## src/sv/bdlp_pkg.sv

```systemverilog
// Shared types, codes and reset constants for the button debounce and long press block.
package bdlp_pkg;

	localparam int NUM_BUTTONS_DEFAULT = 3;
	localparam int PIN_COUNT           = 3;
	localparam int TIME_W              = 16;
	localparam int TICK_W              = 32;
	localparam int CFG_INDEX_W         = 2;

	localparam logic [TIME_W-1:0] DEBOUNCE_RESET = 16'd30;
	localparam logic [TIME_W-1:0] LONG_RESET     = 16'd1000;
	localparam logic [TIME_W-1:0] REPEAT_RESET   = 16'd200;

	localparam logic OP_SCAN = 1'b0;
	localparam logic OP_READ = 1'b1;

	localparam logic [CFG_INDEX_W-1:0] REG_DEBOUNCE = 2'd0;
	localparam logic [CFG_INDEX_W-1:0] REG_LONG     = 2'd1;
	localparam logic [CFG_INDEX_W-1:0] REG_REPEAT   = 2'd2;

	typedef enum logic [1:0] {
		MODE_IDLE     = 2'd0,
		MODE_DEBOUNCE = 2'd1,
		MODE_PRESSED  = 2'd2,
		MODE_LONG     = 2'd3
	} mode_t;

	typedef enum logic [1:0] {
		EV_NONE  = 2'd0,
		EV_SHORT = 2'd1,
		EV_LONG  = 2'd2,
		EV_HOLD  = 2'd3
	} event_t;

	typedef struct packed {
		logic [TIME_W-1:0] debounce_time;
		logic [TIME_W-1:0] long_press_time;
		logic [TIME_W-1:0] repeat_interval;
	} cfg_t;

endpackage

```

## src/sv/bdlp_if.sv

```systemverilog
// Valid/ready channel interfaces for request and event items.
interface bdlp_req_if;
	logic        valid;
	logic        ready;
	logic        opcode;
	logic [2:0]  pressed_bits;
	logic [31:0] tick_now;
	logic [1:0]  button_index;

	modport source (output valid, output opcode, output pressed_bits, output tick_now,
		output button_index, input ready);
	modport sink (input valid, input opcode, input pressed_bits, input tick_now,
		input button_index, output ready);
endinterface

interface bdlp_rsp_if;
	logic       valid;
	logic       ready;
	logic [1:0] event_code;

	modport source (output valid, output event_code, input ready);
	modport sink (input valid, input event_code, output ready);
endinterface

```

## src/sv/bdlp_cell.sv

```systemverilog
// Per-button debounce, long press and repeat state machine with its pending event.
module bdlp_cell
	import bdlp_pkg::*;
(
	input  logic              clk,
	input  logic              arst_n,
	input  cfg_t              cfg,
	input  logic              scan_en,
	input  logic              down,
	input  logic [TICK_W-1:0] now,
	input  logic              clear_en,
	output event_t            pending
);

	mode_t             mode_q, mode_d;
	logic [TICK_W-1:0] press_stamp_q, press_stamp_d;
	logic [TICK_W-1:0] repeat_stamp_q, repeat_stamp_d;
	event_t            pending_q, pending_d;
	logic [TICK_W-1:0] elapsed;
	logic [TIME_W-1:0] limit;
	logic              expired;

	always_ff @(posedge clk or negedge arst_n) begin
		if (!arst_n) begin
			mode_q         <= MODE_IDLE;
			press_stamp_q  <= '0;
			repeat_stamp_q <= '0;
			pending_q      <= EV_NONE;
		end else begin
			mode_q         <= mode_d;
			press_stamp_q  <= press_stamp_d;
			repeat_stamp_q <= repeat_stamp_d;
			pending_q      <= pending_d;
		end
	end

	always_comb begin
		elapsed = now - ((mode_q == MODE_LONG) ? repeat_stamp_q : press_stamp_q);
		unique case (mode_q)
			MODE_DEBOUNCE: limit = cfg.debounce_time;
			MODE_PRESSED:  limit = cfg.long_press_time;
			default:       limit = cfg.repeat_interval;
		endcase
		expired = elapsed >= {{(TICK_W-TIME_W){1'b0}}, limit};

		mode_d         = mode_q;
		press_stamp_d  = press_stamp_q;
		repeat_stamp_d = repeat_stamp_q;
		pending_d      = clear_en ? EV_NONE : pending_q;

		if (scan_en) begin
			unique case (mode_q)
				MODE_IDLE: begin
					if (down) begin
						mode_d        = MODE_DEBOUNCE;
						press_stamp_d = now;
					end
				end
				MODE_DEBOUNCE: begin
					if (!down) begin
						mode_d = MODE_IDLE;
					end else if (expired) begin
						mode_d        = MODE_PRESSED;
						pending_d     = EV_SHORT;
						press_stamp_d = now;
					end
				end
				MODE_PRESSED: begin
					if (!down) begin
						mode_d = MODE_IDLE;
					end else if (expired) begin
						mode_d         = MODE_LONG;
						pending_d      = EV_LONG;
						repeat_stamp_d = now;
					end
				end
				MODE_LONG: begin
					if (!down) begin
						mode_d = MODE_IDLE;
					end else if (expired) begin
						pending_d      = EV_HOLD;
						repeat_stamp_d = now;
					end
				end
			endcase
		end
	end

	assign pending = pending_q;

endmodule

```

## src/sv/button_debounce_long_press_unit.sv

```systemverilog
// Top level of the button debounce and long press block with its request and event channels.
//
// Requests arrive on req as valid/ready items. A scan item (opcode 0) carries one pressed
// bit per button and the millisecond tick; it updates every button's state machine and
// returns nothing. A read item (opcode 1) returns the pending event of button_index on
// rsp and clears it; a read of a button that does not exist returns no event.
// The user writes thresholds via cfg_we, cfg_index, cfg_wdata only while idle; unchecked.
// An accepted item is held in an input register; from there the button cells update and
// a read result is loaded into the registered output that drives rsp.valid, unless the
// read must wait for the output register to free. Each button cell has a single subtract
// and compare; one item is taken every cycle unless a read waits in the input register.
// When rsp stalls, the output register holds the result and the input register still
// takes one more item; scans keep flowing, while a second read waits in the input
// register until the output register frees.
// Reset clears all buttons to idle with no pending event, empties both registers and
// loads the thresholds with 30, 1000 and 200 milliseconds.
module button_debounce_long_press_unit
	import bdlp_pkg::*;
#(
	parameter int NUM_BUTTONS = NUM_BUTTONS_DEFAULT
) (
	input  logic                   clk,
	input  logic                   arst_n,
	bdlp_req_if.sink               req,
	bdlp_rsp_if.source             rsp,
	input  logic                   cfg_we,
	input  logic [CFG_INDEX_W-1:0] cfg_index,
	input  logic [TIME_W-1:0]      cfg_wdata
);

	cfg_t              cfg_q;
	logic              valid_s1;
	logic              opcode_s1;
	logic [2:0]        pressed_s1;
	logic [TICK_W-1:0] tick_s1;
	logic [1:0]        index_s1;
	logic              fire_s1;
	logic              scan_en;
	logic              read_fire;
	logic              out_valid_q;
	event_t            event_q;
	event_t            read_event;
	event_t            pending [NUM_BUTTONS];
	logic [NUM_BUTTONS-1:0] clear_vec;

	always_ff @(posedge clk or negedge arst_n) begin
		if (!arst_n) begin
			cfg_q.debounce_time   <= DEBOUNCE_RESET;
			cfg_q.long_press_time <= LONG_RESET;
			cfg_q.repeat_interval <= REPEAT_RESET;
		end else if (cfg_we) begin
			unique case (cfg_index)
				REG_DEBOUNCE: cfg_q.debounce_time   <= cfg_wdata;
				REG_LONG:     cfg_q.long_press_time <= cfg_wdata;
				REG_REPEAT:   cfg_q.repeat_interval <= cfg_wdata;
				default:      cfg_q                 <= cfg_q;
			endcase
		end
	end

	assign fire_s1   = valid_s1 && (opcode_s1 == OP_SCAN || !out_valid_q || rsp.ready);
	assign scan_en   = fire_s1 && opcode_s1 == OP_SCAN;
	assign read_fire = fire_s1 && opcode_s1 == OP_READ;
	assign req.ready = !valid_s1 || fire_s1;

	always_ff @(posedge clk or negedge arst_n) begin
		if (!arst_n) begin
			valid_s1 <= 1'b0;
		end else if (req.ready) begin
			valid_s1 <= req.valid;
		end
	end

	always_ff @(posedge clk) begin
		if (req.valid && req.ready) begin
			opcode_s1  <= req.opcode;
			pressed_s1 <= req.pressed_bits;
			tick_s1    <= req.tick_now;
			index_s1   <= req.button_index;
		end
	end

	for (genvar b = 0; b < NUM_BUTTONS; b++) begin : g_btn
		logic down;
		if (b < PIN_COUNT) begin : g_pin
			assign down = pressed_s1[b];
		end else begin : g_nopin
			assign down = 1'b0;
		end
		assign clear_vec[b] = read_fire && (int'(index_s1) == b);

		bdlp_cell u_cell (
			.clk      (clk),
			.arst_n   (arst_n),
			.cfg      (cfg_q),
			.scan_en  (scan_en),
			.down     (down),
			.now      (tick_s1),
			.clear_en (clear_vec[b]),
			.pending  (pending[b])
		);
	end

	always_comb begin
		read_event = EV_NONE;
		for (int b = 0; b < NUM_BUTTONS; b++) begin
			if (int'(index_s1) == b) begin
				read_event = pending[b];
			end
		end
	end

	always_ff @(posedge clk or negedge arst_n) begin
		if (!arst_n) begin
			out_valid_q <= 1'b0;
		end else if (read_fire) begin
			out_valid_q <= 1'b1;
		end else if (rsp.ready) begin
			out_valid_q <= 1'b0;
		end
	end

	always_ff @(posedge clk) begin
		if (read_fire) begin
			event_q <= read_event;
		end
	end

	assign rsp.valid      = out_valid_q;
	assign rsp.event_code = event_q;

	a_read_gives_result: assert property (@(posedge clk) disable iff (!arst_n)
		read_fire |=> rsp.valid)
		else $error("Read item did not produce a result.");

	a_scan_no_result: assert property (@(posedge clk) disable iff (!arst_n)
		(scan_en && !out_valid_q) |=> !rsp.valid)
		else $error("Scan item produced a result.");

	a_single_clear: assert property (@(posedge clk) disable iff (!arst_n)
		$onehot0(clear_vec))
		else $error("More than one button event cleared by one read.");

	a_empty_accepts: assert property (@(posedge clk) disable iff (!arst_n)
		!valid_s1 |-> req.ready)
		else $error("Empty input register refused an item.");

endmodule

```

## src/flat_wrapper.sv

```systemverilog
// flat-port wrapper written by rule: the top's interface ports become plain ports
module button_debounce_long_press_unit_flat import bdlp_pkg::*;
#(
	parameter int NUM_BUTTONS = NUM_BUTTONS_DEFAULT
)
  (clk, arst_n, cfg_we, cfg_index, cfg_wdata, req_valid, req_opcode, req_pressed_bits, req_tick_now, req_button_index, req_ready, rsp_valid, rsp_event_code, rsp_ready);
  bdlp_req_if req_i ();
  bdlp_rsp_if rsp_i ();
  input  logic clk;
  input  logic arst_n;
  input  logic cfg_we;
  input  logic [CFG_INDEX_W-1:0] cfg_index;
  input  logic [TIME_W-1:0] cfg_wdata;
  input wire logic [$bits(req_i.valid)-1:0] req_valid;
  input wire logic [$bits(req_i.opcode)-1:0] req_opcode;
  input wire logic [$bits(req_i.pressed_bits)-1:0] req_pressed_bits;
  input wire logic [$bits(req_i.tick_now)-1:0] req_tick_now;
  input wire logic [$bits(req_i.button_index)-1:0] req_button_index;
  output wire logic [$bits(req_i.ready)-1:0] req_ready;
  output wire logic [$bits(rsp_i.valid)-1:0] rsp_valid;
  output wire logic [$bits(rsp_i.event_code)-1:0] rsp_event_code;
  input wire logic [$bits(rsp_i.ready)-1:0] rsp_ready;
  assign req_i.valid = req_valid;
  assign req_i.opcode = req_opcode;
  assign req_i.pressed_bits = req_pressed_bits;
  assign req_i.tick_now = req_tick_now;
  assign req_i.button_index = req_button_index;
  assign req_ready = req_i.ready;
  assign rsp_valid = rsp_i.valid;
  assign rsp_event_code = rsp_i.event_code;
  assign rsp_i.ready = rsp_ready;
  button_debounce_long_press_unit #(.NUM_BUTTONS(NUM_BUTTONS)) u_core (.clk(clk), .arst_n(arst_n), .req(req_i), .rsp(rsp_i), .cfg_we(cfg_we), .cfg_index(cfg_index), .cfg_wdata(cfg_wdata));
endmodule
```

## config.mk

```make
export PLATFORM = sky130hd
export DESIGN_NAME = button_debounce_long_press_unit_flat
export DESIGN_NICKNAME = d
export VERILOG_FILES = /design/src/sv/bdlp_pkg.sv /design/src/sv/bdlp_if.sv /design/src/sv/bdlp_cell.sv /design/src/sv/button_debounce_long_press_unit.sv /design/src/flat_wrapper.sv
export SDC_FILE = /design/constraint.sdc
export NUM_CORES = 1
export LEC_CHECK = 0
export BUFFER_PORTS_ARGS = -buffer_cell sky130_fd_sc_hd__buf_2
export CORE_MARGIN = 3
export CORE_UTILIZATION = 35
export DETAILED_ROUTE_END_ITERATION = 12
export RECOVER_POWER = 50
export SLEW_MARGIN = 5
export SYNTH_ARGS = -nofsm -noshare
export SYNTH_HDL_FRONTEND = slang
export SYNTH_SLANG_ARGS = --single-unit
```

## constraint.sdc

```tcl
create_clock -name clk -period 5.7 [get_ports clk]
set_clock_uncertainty 0.2 [all_clocks]
set_input_delay 0.285 -clock clk [delete_from_list [all_inputs] [get_ports clk]]
set_output_delay 0.285 -clock clk [all_outputs]
set_load 0.005 [all_outputs]
```

==> results of run 1 <==
[sequential cells by signal, summed over array words and instances, names as in the netlist]
register and flops:
u_core.cfg_q 48, u_core.g_btn.u_cell.mode_q 6, u_core.g_btn.u_cell.pending 6, u_core.g_btn.u_cell.press_stamp_q 96, u_core.g_btn.u_cell.repeat_stamp_q 96, u_core.index_s1 2, u_core.opcode_s1 1, u_core.pressed_s1 3
u_core.rsp.event_code 2, u_core.rsp.valid 1, u_core.tick_s1 32, u_core.valid_s1 1
[layer usage]
metal  share of wire [%]  track usage [%]  up-vias
met2                  45             33.6      544
met4                 3.7             7.68        0
li1                    -                -     8454
met3                 4.8             2.99      112
met5                   0                0        -
met1                  46             29.0     9074
[layout make-up]
cell class              count  share of cell area [%]
clock inverters            15                   0.706
repair buffers            340                    11.2
clock buffers              54                    4.24
well taps                 765                    3.68
multi-input cells        1641                    50.6
flip-flops and latches    294                    29.1
inverters                  35                   0.505
[logic make-up (layout without fill, tap and decap cells)]
family,count (synthesis),after routing,share of synthesized area (%)
compound gates,587,587,18.7
simple gates,513,513,12.3
mux,328,328,17.2
flops,294,294,36.6
buf+inv,163,444,3.26
fa+ha+maj,156,156,9.54
xor+xnor,57,57,2.41
[where the power goes]
group	total [mW]	switching, mW	internal (mW)	leakage, nW
sequential	3.42	0.527	2.90	3.52
combinational	12.0	6.86	5.14	6.66
clock	2.49	0.991	1.49	0.624
total	17.9	8.37	9.53	10.8
[stage by stage]
stage                     setup WS, ns  utilization (%)  power [mW]  std cells
after floorplan                 0.0312                -        10.4       2098
after global placement          -0.490             39.5        14.0       2979
after detailed placement        -0.453             39.5        14.2       2979
after CTS                      0.00140             43.1        16.9       3114
after global routing            -0.288             44.8        19.2       3144
final                          -0.0408             44.8        17.9       3144
[synthesized netlist by cell type, types with 6 or more instances]
library cell and instances:
sky130_fd_sc_hd__a21oi_1 121, sky130_fd_sc_hd__nor3_1 18, sky130_fd_sc_hd__and3_1 11, sky130_fd_sc_hd__a22oi_1 49, sky130_fd_sc_hd__mux2_2 182, sky130_fd_sc_hd__a21o_1 22
sky130_fd_sc_hd__dfstp_2 13, sky130_fd_sc_hd__buf_6 6, sky130_fd_sc_hd__xor2_1 23, sky130_fd_sc_hd__nand3_1 69, sky130_fd_sc_hd__or3_1 17, sky130_fd_sc_hd__o21bai_1 14
sky130_fd_sc_hd__ha_1 153, sky130_fd_sc_hd__and2_1 12, sky130_fd_sc_hd__o21a_1 19, sky130_fd_sc_hd__dfrtp_1 241, sky130_fd_sc_hd__nor4_1 12, sky130_fd_sc_hd__a2111oi_0 11
sky130_fd_sc_hd__o21ai_0 152, sky130_fd_sc_hd__o41ai_1 8, sky130_fd_sc_hd__nand2_1 176, sky130_fd_sc_hd__mux2_1 33, sky130_fd_sc_hd__nand3b_1 7, sky130_fd_sc_hd__inv_1 35
sky130_fd_sc_hd__o211ai_1 15, sky130_fd_sc_hd__buf_2 12, sky130_fd_sc_hd__nand4_1 36, sky130_fd_sc_hd__nor2b_1 15, sky130_fd_sc_hd__clkbuf_1 104, sky130_fd_sc_hd__a41oi_1 35
sky130_fd_sc_hd__a31oi_1 7, sky130_fd_sc_hd__nand2b_1 10, sky130_fd_sc_hd__edfxtp_1 40, sky130_fd_sc_hd__nor2_1 91, sky130_fd_sc_hd__xnor2_1 34, sky130_fd_sc_hd__a21boi_0 37
sky130_fd_sc_hd__a211o_1 7, sky130_fd_sc_hd__a211oi_1 26, sky130_fd_sc_hd__mux2i_1 110, sky130_fd_sc_hd__or2_2 7
[critical path, stage by stage, from the launching register on]
cell and delay [ns]:
sky130_fd_sc_hd__dfrtp_1 0.42, sky130_fd_sc_hd__ha_4 0.20, sky130_fd_sc_hd__buf_12 0.15, sky130_fd_sc_hd__mux2i_4 0.19
sky130_fd_sc_hd__fa_2 0.40, sky130_fd_sc_hd__a21o_1 0.21, sky130_fd_sc_hd__a311oi_4 0.37, sky130_fd_sc_hd__nor3_2 0.10
sky130_fd_sc_hd__nor2_1 0.14, sky130_fd_sc_hd__buf_4 0.13, sky130_fd_sc_hd__o21ai_2 0.05, sky130_fd_sc_hd__xor2_1 0.16
sky130_fd_sc_hd__ha_2 0.20, sky130_fd_sc_hd__a211oi_2 0.26, sky130_fd_sc_hd__nor2_2 0.09, sky130_fd_sc_hd__a2111oi_4 0.36
sky130_fd_sc_hd__o221ai_2 0.15, sky130_fd_sc_hd__nor4_2 0.25, sky130_fd_sc_hd__nand4_1 0.13, sky130_fd_sc_hd__or4b_4 0.57
sky130_fd_sc_hd__nor4_4 0.14, sky130_fd_sc_hd__buf_4 0.17, sky130_fd_sc_hd__and3_4 0.21, sky130_fd_sc_hd__buf_12 0.14
sky130_fd_sc_hd__clkbuf_16 0.15, sky130_fd_sc_hd__o21ai_1 0.07
[layout by cell type (no fill, tap or decap), types with 18 or more instances in the layout]
master,netlist,layout
sky130_fd_sc_hd__inv_1,35,33
sky130_fd_sc_hd__nand3_1,69,69
sky130_fd_sc_hd__xnor2_1,34,33
sky130_fd_sc_hd__edfxtp_1,40,40
sky130_fd_sc_hd__dfrtp_1,241,241
sky130_fd_sc_hd__o21ai_1,4,21
sky130_fd_sc_hd__o21ai_2,0,28
sky130_fd_sc_hd__mux2_4,3,37
sky130_fd_sc_hd__mux2i_1,110,102
sky130_fd_sc_hd__mux2_2,182,178
sky130_fd_sc_hd__a22oi_1,49,49
sky130_fd_sc_hd__buf_4,1,184
sky130_fd_sc_hd__clkbuf_16,0,50
sky130_fd_sc_hd__o21ai_0,152,107
sky130_fd_sc_hd__a21o_1,22,22
sky130_fd_sc_hd__a21boi_0,37,35
sky130_fd_sc_hd__buf_2,12,56
sky130_fd_sc_hd__a21oi_1,121,111
sky130_fd_sc_hd__xor2_1,23,22
sky130_fd_sc_hd__a211oi_1,26,21
sky130_fd_sc_hd__nand2_1,176,173
sky130_fd_sc_hd__o21a_1,19,19
sky130_fd_sc_hd__a41oi_1,35,35
sky130_fd_sc_hd__clkbuf_1,104,18
sky130_fd_sc_hd__nand4_1,36,36
sky130_fd_sc_hd__nor2_1,91,87
sky130_fd_sc_hd__dlygate4sd3_1,0,58
sky130_fd_sc_hd__ha_1,153,137
[repair_timing]
action,CTS,global route
gates cloned,1,11
resized for setup,34,180
hold buffers,58,0
pin swaps,13,70
setup buffers,7,21
setup endpoints to repair,193,202
endpoints found under the hold margin,173,0
[worst max path at each step]
stage / depth (start not counted) / to / startpoint
finish: 25 / u_core.g_btn[0].u_cell.press_stamp_q[0]$_DFFE_PN0P_ / u_core.g_btn[0].u_cell.mode_q[1]$_DFFE_PN0P_
global route: 24 / u_core.g_btn[0].u_cell.press_stamp_q[0]$_DFFE_PN0P_ / u_core.g_btn[0].u_cell.mode_q[1]$_DFFE_PN0P_
CTS: 25 / u_core.g_btn[1].u_cell.press_stamp_q[6]$_DFFE_PN0P_ / u_core.g_btn[1].u_cell.mode_q[0]$_DFFE_PN0P_
detailed placement: 22 / u_core.g_btn[0].u_cell.press_stamp_q[15]$_DFFE_PN0P_ / u_core.g_btn[0].u_cell.mode_q[1]$_DFFE_PN0P_
global placement: 22 / u_core.g_btn[0].u_cell.press_stamp_q[3]$_DFFE_PN0P_ / u_core.g_btn[0].u_cell.mode_q[0]$_DFFE_PN0P_
floorplan: 23 / u_core.g_btn[0].u_cell.press_stamp_q[10]$_DFFE_PN0P_ / u_core.g_btn[0].u_cell.mode_q[0]$_DFFE_PN0P_
==> impl_metrics.sql, run 1 <==
INSERT INTO impl_metrics (metric_group, metric, value, unit) VALUES
('placed_design', 'detailedPlacementHpwl', '49.5', 'mm'),
('timing', 'timing_worst_slew_pin_value', '4.53', 'ns'),
('timing', 'fin_tns_setup', '-0.641', 'ns'),
('placed_design', 'place.port_buffers', '64', ''),
('timing', 'grt_setup_unrepaired', 'true', ''),
('global_route', 'grt_antenna_before_repair', '0', ''),
('global_route', 'total_routing_usage_gr', '21.0', '%'),
('synth', 'synth_edf_count', '40', ''),
('global_route', 'overflow', '0', ''),
('cts', 'clock_sinks', '294', ''),
('final_layout', 'multiInputGateArea', '13200', 'sq um'),
('drt', 'routed-via-count', '18184', ''),
('outcome', 'run_status', 'complete, but fails checks', ''),
('drt', 'post_drt_via_cell_ratio', '5.78', ''),
('min_path', 'min_from', 'req_tick_now[2]', ''),
('synth', 'syn_area', '20700', 'sq um'),
('cts', 'cts_htree_levels', '2', ''),
('critical_path', 'cp_data_required_time', '5.93', 'ns'),
('synth', 'synth_top_cell_area_share', '29.1', '%'),
('global_route', 'via_count_of_the_first_global_routing_pass', '17718', ''),
('final_layout', 'design_area', '26000', 'sq um'),
('critical_path', 'critical_path.max_fanout', '7', ''),
('timing', 'max_freq', '0.174', 'GHz'),
('die', 'rows', '88', ''),
('critical_path', 'r2r-start', 'u_core.g_btn[0].u_cell.mode_q[1]$_DFFE_PN0P_', ''),
('global_route', 'grt_start_max_net_pins', '89', ''),
('final_layout', 'area.growth.synth_to_final', '25.7', '%'),
('placed_design', 'globalplace.congestion', '0.942', ''),
('cts', 'cts_buffers', '38', ''),
('cts', 'clkSlewWorstSetupHoldPaths', '0.06', 'ns'),
('final_layout', 'fin_nets', '2567', ''),
('drt', 'drc', '0', ''),
('power_and_ir_drop', 'peakVddDrop', '0.270', 'mV'),
('final_layout', 'final_layout_size_suffix_gt1_share', '28.7', '%'),
('critical_path', 'setup.worst_path.end_class', 'flop', ''),
('drt', 'route.antenna.remaining_nets', '0', ''),
('die', 'design.core.area', '58100', 'sq um'),
('final_layout', 'num_antenna_cells', '0', ''),
('critical_path', 'timing.critical_path.arrival', '5.97', 'ns'),
('critical_path', 'ff2ff_setup_slack', '-0.04', 'ns'),
('critical_path', 'timing.reg2reg.worst_path_depth', '25', ''),
('min_path', 'whs_endpoint', 'u_core.tick_s1[2]$_DFFE_PP_', ''),
('die', 'boundaryPins', '65', ''),
('die', 'initial_utilization', '35.6', '%'),
('drt', 'route.final.wire_length', '70.1', 'mm'),
('cts', 'tritoncts_clock_tree', 'done', ''),
('drt', 'drt-initial-drc-count', '1517', ''),
('timing', 'layout_setup_ws', '-0.0408', 'ns'),
('synth', 'netlist.top_cell.by_area', 'sky130_fd_sc_hd__dfrtp_1', ''),
('final_layout', 'final.fill_count', '5488', ''),
('timing', 'fin_worst_hold_slack', '0.241', 'ns'),
('min_path', 'hp-class', 'in2reg', ''),
('placed_design', 'post_dp_cell_area', '23000', 'sq um'),
('timing', 'slew_viol_final', '128', ''),
('synth', 'synth_seq_cells', '294', ''),
('synth', 'yosys-top-cells-area', 'sky130_fd_sc_hd__dfrtp_1 29%, sky130_fd_sc_hd__mux2_2 9.9%, sky130_fd_sc_hd__ha_1 9.2%', ''),
('power_and_ir_drop', 'power_leakage', '10.8', 'nW'),
('die', 'chipHeight', '249', 'um'),
('drt', 'routed_wire_length_per_instance', '22.3', 'um'),
('synth', 'yosysWarnings', '0', ''),
('cts', 'cts_root_buf', 'sky130_fd_sc_hd__clkbuf_16', ''),
('critical_path', 'worstSetupPathType', 'reg2reg', ''),
('outcome', 'failed_checks', 'capacitance limit, slew limit, setup timing', ''),
('synth', 'synthesis.instances', '2098', ''),
('timing', 'count_of_endpoints_failing_setup_in_the_final_report', '27', ''),
('die', 'die_w', '249', 'um'),
('cts', 'insertion_delay', '0.57', 'ns'),
('cts', 'cts-root-to-sink-buffers', '3', ''),
('run', 'drv_cap', '2', ''),
('synth', 'synth-main-ff-cell', 'sky130_fd_sc_hd__dfrtp_1', ''),
('power_and_ir_drop', 'powerDensity', '688', 'nW/um^2');
Note: power is estimated with default switching activity, not from simulation.
==> inputs of run 2 (changes only) <==
--- a/config.mk
+++ b/config.mk
@@ -5,10 +5,14 @@
 export SDC_FILE = /design/constraint.sdc
 export NUM_CORES = 1
 export LEC_CHECK = 0
-export BUFFER_PORTS_ARGS = -buffer_cell sky130_fd_sc_hd__buf_2
+export BUFFER_PORTS_ARGS = -buffer_cell sky130_fd_sc_hd__buf_4
+export CELL_PAD_IN_SITES_DETAIL_PLACEMENT = 0
+export CELL_PAD_IN_SITES_GLOBAL_PLACEMENT = 1
 export CORE_MARGIN = 3
 export CORE_UTILIZATION = 35
+export CTS_BUF_LIST = sky130_fd_sc_hd__clkbuf_16
 export DETAILED_ROUTE_END_ITERATION = 12
+export PLACE_DENSITY_LB_ADDON = 0.1
 export RECOVER_POWER = 50
 export SLEW_MARGIN = 5
 export SYNTH_ARGS = -nofsm -noshare
==> run 2 against run 1 <==
The flow finishes with violations (capacitance limit, slew limit). Power shrank 0.82%. Count of clock-buffer cells in the layout shrank 14. Largest cell class unchanged. Highest routed layer unchanged. Global-route usage grew 0.94 points. Flip-flop and latch count is the same. Clock power shrank 6%.
==> impl_metrics.sql, run 2 (synthesis gave the netlist of run 1 again) <==
INSERT INTO impl_metrics (metric_group, metric, value, unit) VALUES
('timing', 'timing_worst_slew_pin_value', '3.73', 'ns'),
('drt', 'firstDrtPassIters', '5', ''),
('power_and_ir_drop', 'power_leakage', '11.1', 'nW'),
('cts', 'clock_sinks', '294', ''),
('placed_design', 'dp.cells', '3028', ''),
('timing', 'max_freq', '0.178', 'GHz'),
('die', 'design.core.area', '58100', 'sq um'),
('final_layout', 'num_antenna_cells', '0', ''),
('final_layout', 'instances_no_fill', '3180', ''),
('critical_path', 'cp_slowest_cell', 'sky130_fd_sc_hd__or4_4', ''),
('die', 'initial_utilization', '35.6', '%'),
('critical_path', 'critical-path-max-stage-delay', '0.54', 'ns'),
('run', 'drv_cap', '2', ''),
('outcome', 'failed_checks', 'capacitance limit, slew limit', ''),
('drt', 'routed_wire_length_per_instance', '22.1', 'um'),
('placed_design', 'detailedPlacementHpwl', '52.6', 'mm'),
('global_route', 'total_routing_usage_gr', '22.0', '%'),
('global_route', 'first_pass_grt_wire_length', '108', 'mm'),
('power_and_ir_drop', 'powerDensity', '670', 'nW/um^2'),
('critical_path', 'timing.critical_path.arrival', '5.82', 'ns'),
('timing', 'count_of_endpoints_failing_setup_in_the_final_report', '0', ''),
('die', 'chipHeight', '249', 'um'),
('timing', 'fin_worst_hold_slack', '0.264', 'ns'),
('cts', 'cts_buffers', '36', ''),
('timing', 'slew_viol_final', '123', ''),
('timing', 'fin_crit_sh', '98.5', '%'),
('final_layout', 'layout_commonest_cell', 'sky130_fd_sc_hd__dfrtp_1', ''),
('critical_path', 'setup.worst_path.end_class', 'flop', ''),
('timing', 'relSlewSlack', '-148', '%'),
('timing', 'grt_setup_unrepaired', 'true', ''),
('drt', 'routed-via-count', '17781', ''),
('global_route', 'overflow', '0', ''),
('cts', 'insertion_delay', '0.56', 'ns'),
('drt', 'drt-initial-drc-count', '935', ''),
('power_and_ir_drop', 'design_power_total', '17.8', 'mW'),
('drt', 'route.final.wire_length', '70.2', 'mm'),
('placed_design', 'place.port_buffers', '64', ''),
('cts', 'clkSlewWorstSetupHoldPaths', '0.07', 'ns'),
('cts', 'cts_htree_levels', '2', ''),
('die', 'boundaryPins', '65', ''),
('critical_path', 'cp_data_required_time', '5.91', 'ns'),
('timing', 'fin_tns_setup', '0', 'ns'),
('cts', 'cts_root_buf', 'sky130_fd_sc_hd__clkbuf_16', ''),
('placed_design', 'globalplace.congestion', '0.903', ''),
('final_layout', 'final_layout_size_suffix_gt1_share', '29.4', '%'),
('final_layout', 'layout_top_registers', 'u_core.g_btn.u_cell.press_stamp_q: 96 flops, u_core.g_btn.u_cell.repeat_stamp_q: 96 flops, u_core.cfg_q: 48 flops', ''),
('critical_path', 'timing.critical_path.from_type', 'flop', ''),
('die', 'dieArea', '62100', 'sq um'),
('drt', 'post_drt_via_cell_ratio', '5.59', ''),
('power_and_ir_drop', 'peakVddDrop', '0.334', 'mV'),
('cts', 'tritoncts_clock_tree', 'done', ''),
('die', 'die_w', '249', 'um'),
('critical_path', 'worstSetupPathType', 'reg2reg', ''),
('global_route', 'via_count_of_the_first_global_routing_pass', '18244', ''),
('global_route', 'grt_start_max_net_pins', '135', ''),
('die', 'rows', '88', ''),
('drt', 'route.antenna.remaining_nets', '0', ''),
('critical_path', 'critical_path.max_fanout', '12', ''),
('outcome', 'run_status', 'complete, but fails checks', ''),
('placed_design', 'dp_slack', '-0.359', 'ns'),
('final_layout', 'area.growth.synth_to_final', '28.1', '%'),
('global_route', 'grt_antenna_before_repair', '0', ''),
('drt', 'drc', '0', ''),
('min_path', 'hp-class', 'in2reg', ''),
('timing', 'hold_viol_final', '0', ''),
('timing', 'period_needed', '5.61', 'ns'),
('final_layout', 'most-common-layout-cells', '241 x sky130_fd_sc_hd__dfrtp_1, 230 x sky130_fd_sc_hd__buf_4, 177 x sky130_fd_sc_hd__mux2_2', ''),
('timing', 'layout_setup_ws', '0.0860', 'ns'),
('final_layout', 'fin_nets', '2604', ''),
('final_layout', 'final.fill_count', '5591', ''),
('cts', 'cts-root-to-sink-buffers', '3', '');
[run 2: cell types whose count changed in the layout (fill, tap and decap cells not counted), moves of 9 or more]
cell	previous run	this run
sky130_fd_sc_hd__a41oi_2	0	19
sky130_fd_sc_hd__o21ai_2	28	1
sky130_fd_sc_hd__a41oi_1	35	16
sky130_fd_sc_hd__o21ai_1	21	41
sky130_fd_sc_hd__clkbuf_4	0	41
sky130_fd_sc_hd__inv_1	33	42
sky130_fd_sc_hd__clkbuf_1	18	4
sky130_fd_sc_hd__buf_2	56	0
sky130_fd_sc_hd__buf_4	184	230
[run 2: worst paths after layout]
kind,startpoint,end,slack (ns),depth (start not counted)
worst min-delay path,req_tick_now[12],u_core.tick_s1[12]$_DFFE_PP_,0.26,2
min in group asynchronous,arst_n,u_core.g_btn[0].u_cell.repeat_stamp_q[25]$_DFFE_PN0P_,1.39,2
worst max register to register,u_core.g_btn[2].u_cell.mode_q[0]$_DFFE_PN0P_,u_core.g_btn[2].u_cell.press_stamp_q[27]$_DFFE_PN0P_,0.09,27
worst min register to register,u_core.g_btn[2].u_cell.repeat_stamp_q[5]$_DFFE_PN0P_,u_core.g_btn[2].u_cell.repeat_stamp_q[5]$_DFFE_PN0P_,0.29,1
max in group asynchronous,arst_n,u_core.g_btn[1].u_cell.repeat_stamp_q[3]$_DFFE_PN0P_,0.86,3
worst max-delay path,u_core.g_btn[2].u_cell.mode_q[0]$_DFFE_PN0P_,u_core.g_btn[2].u_cell.press_stamp_q[27]$_DFFE_PN0P_,0.09,27
[run 2: report_power, final]
group,total (mW),internal [mW],switching (mW)
logic,12.0,5.24,6.73
clock network,2.35,1.40,0.953
registers,3.43,2.90,0.538
total,17.8,9.54,8.22
[run 2: critical path: cells and delay by family, from the launching register on]
| kind | cells | cell delay, ns |
|---|---|---|
| multiplexers | 2 | 0.49 |
| flip-flops | 1 | 0.39 |
| AO/OA/AOI/OAI | 9 | 1.42 |
| buffers and inverters | 7 | 1.05 |
| AND/OR/NAND/NOR | 5 | 0.95 |
| XOR/XNOR | 1 | 0.16 |
| adder cells (fa/ha/maj) | 3 | 0.78 |
[run 2: routing by layer]
metal	up-vias	wire length (um)	track usage [%]
met5	-	0	0
met4	0	1540	5.26
met3	81	2020	2.23
met2	286	32100	35.4
met1	8901	34600	31.7
li1	8513	-	-
[run 2: what timing repair did]
item	4_1_cts	5_1_grt
cloned	5	6
hold buffers	58	0
setup buffers	12	10
endpoints found under the hold margin	149	0
gates resized for setup	96	106
pin swaps	34	46
setup endpoints to repair	200	198
[run 2: area by class of cell]
cell class | instances | area (sq um) | area share, %
clock buffers | 40 | 1000 | 3.77
clock inverters | 26 | 214 | 0.807
inverters | 35 | 131 | 0.495
multi-input cells | 1641 | 13200 | 49.7
flip-flops and latches | 294 | 7570 | 28.6
well taps | 765 | 957 | 3.61
repair buffers | 379 | 3460 | 13.1
[run 2: metrics by stage]
step | area [sq um] | utilization [%]
global placement | 23600 | 40.6
floorplan | 20700 | -
finish | 26500 | 45.6
CTS | 25900 | 44.6
global route | 26500 | 45.6
detailed placement | 23600 | 40.6
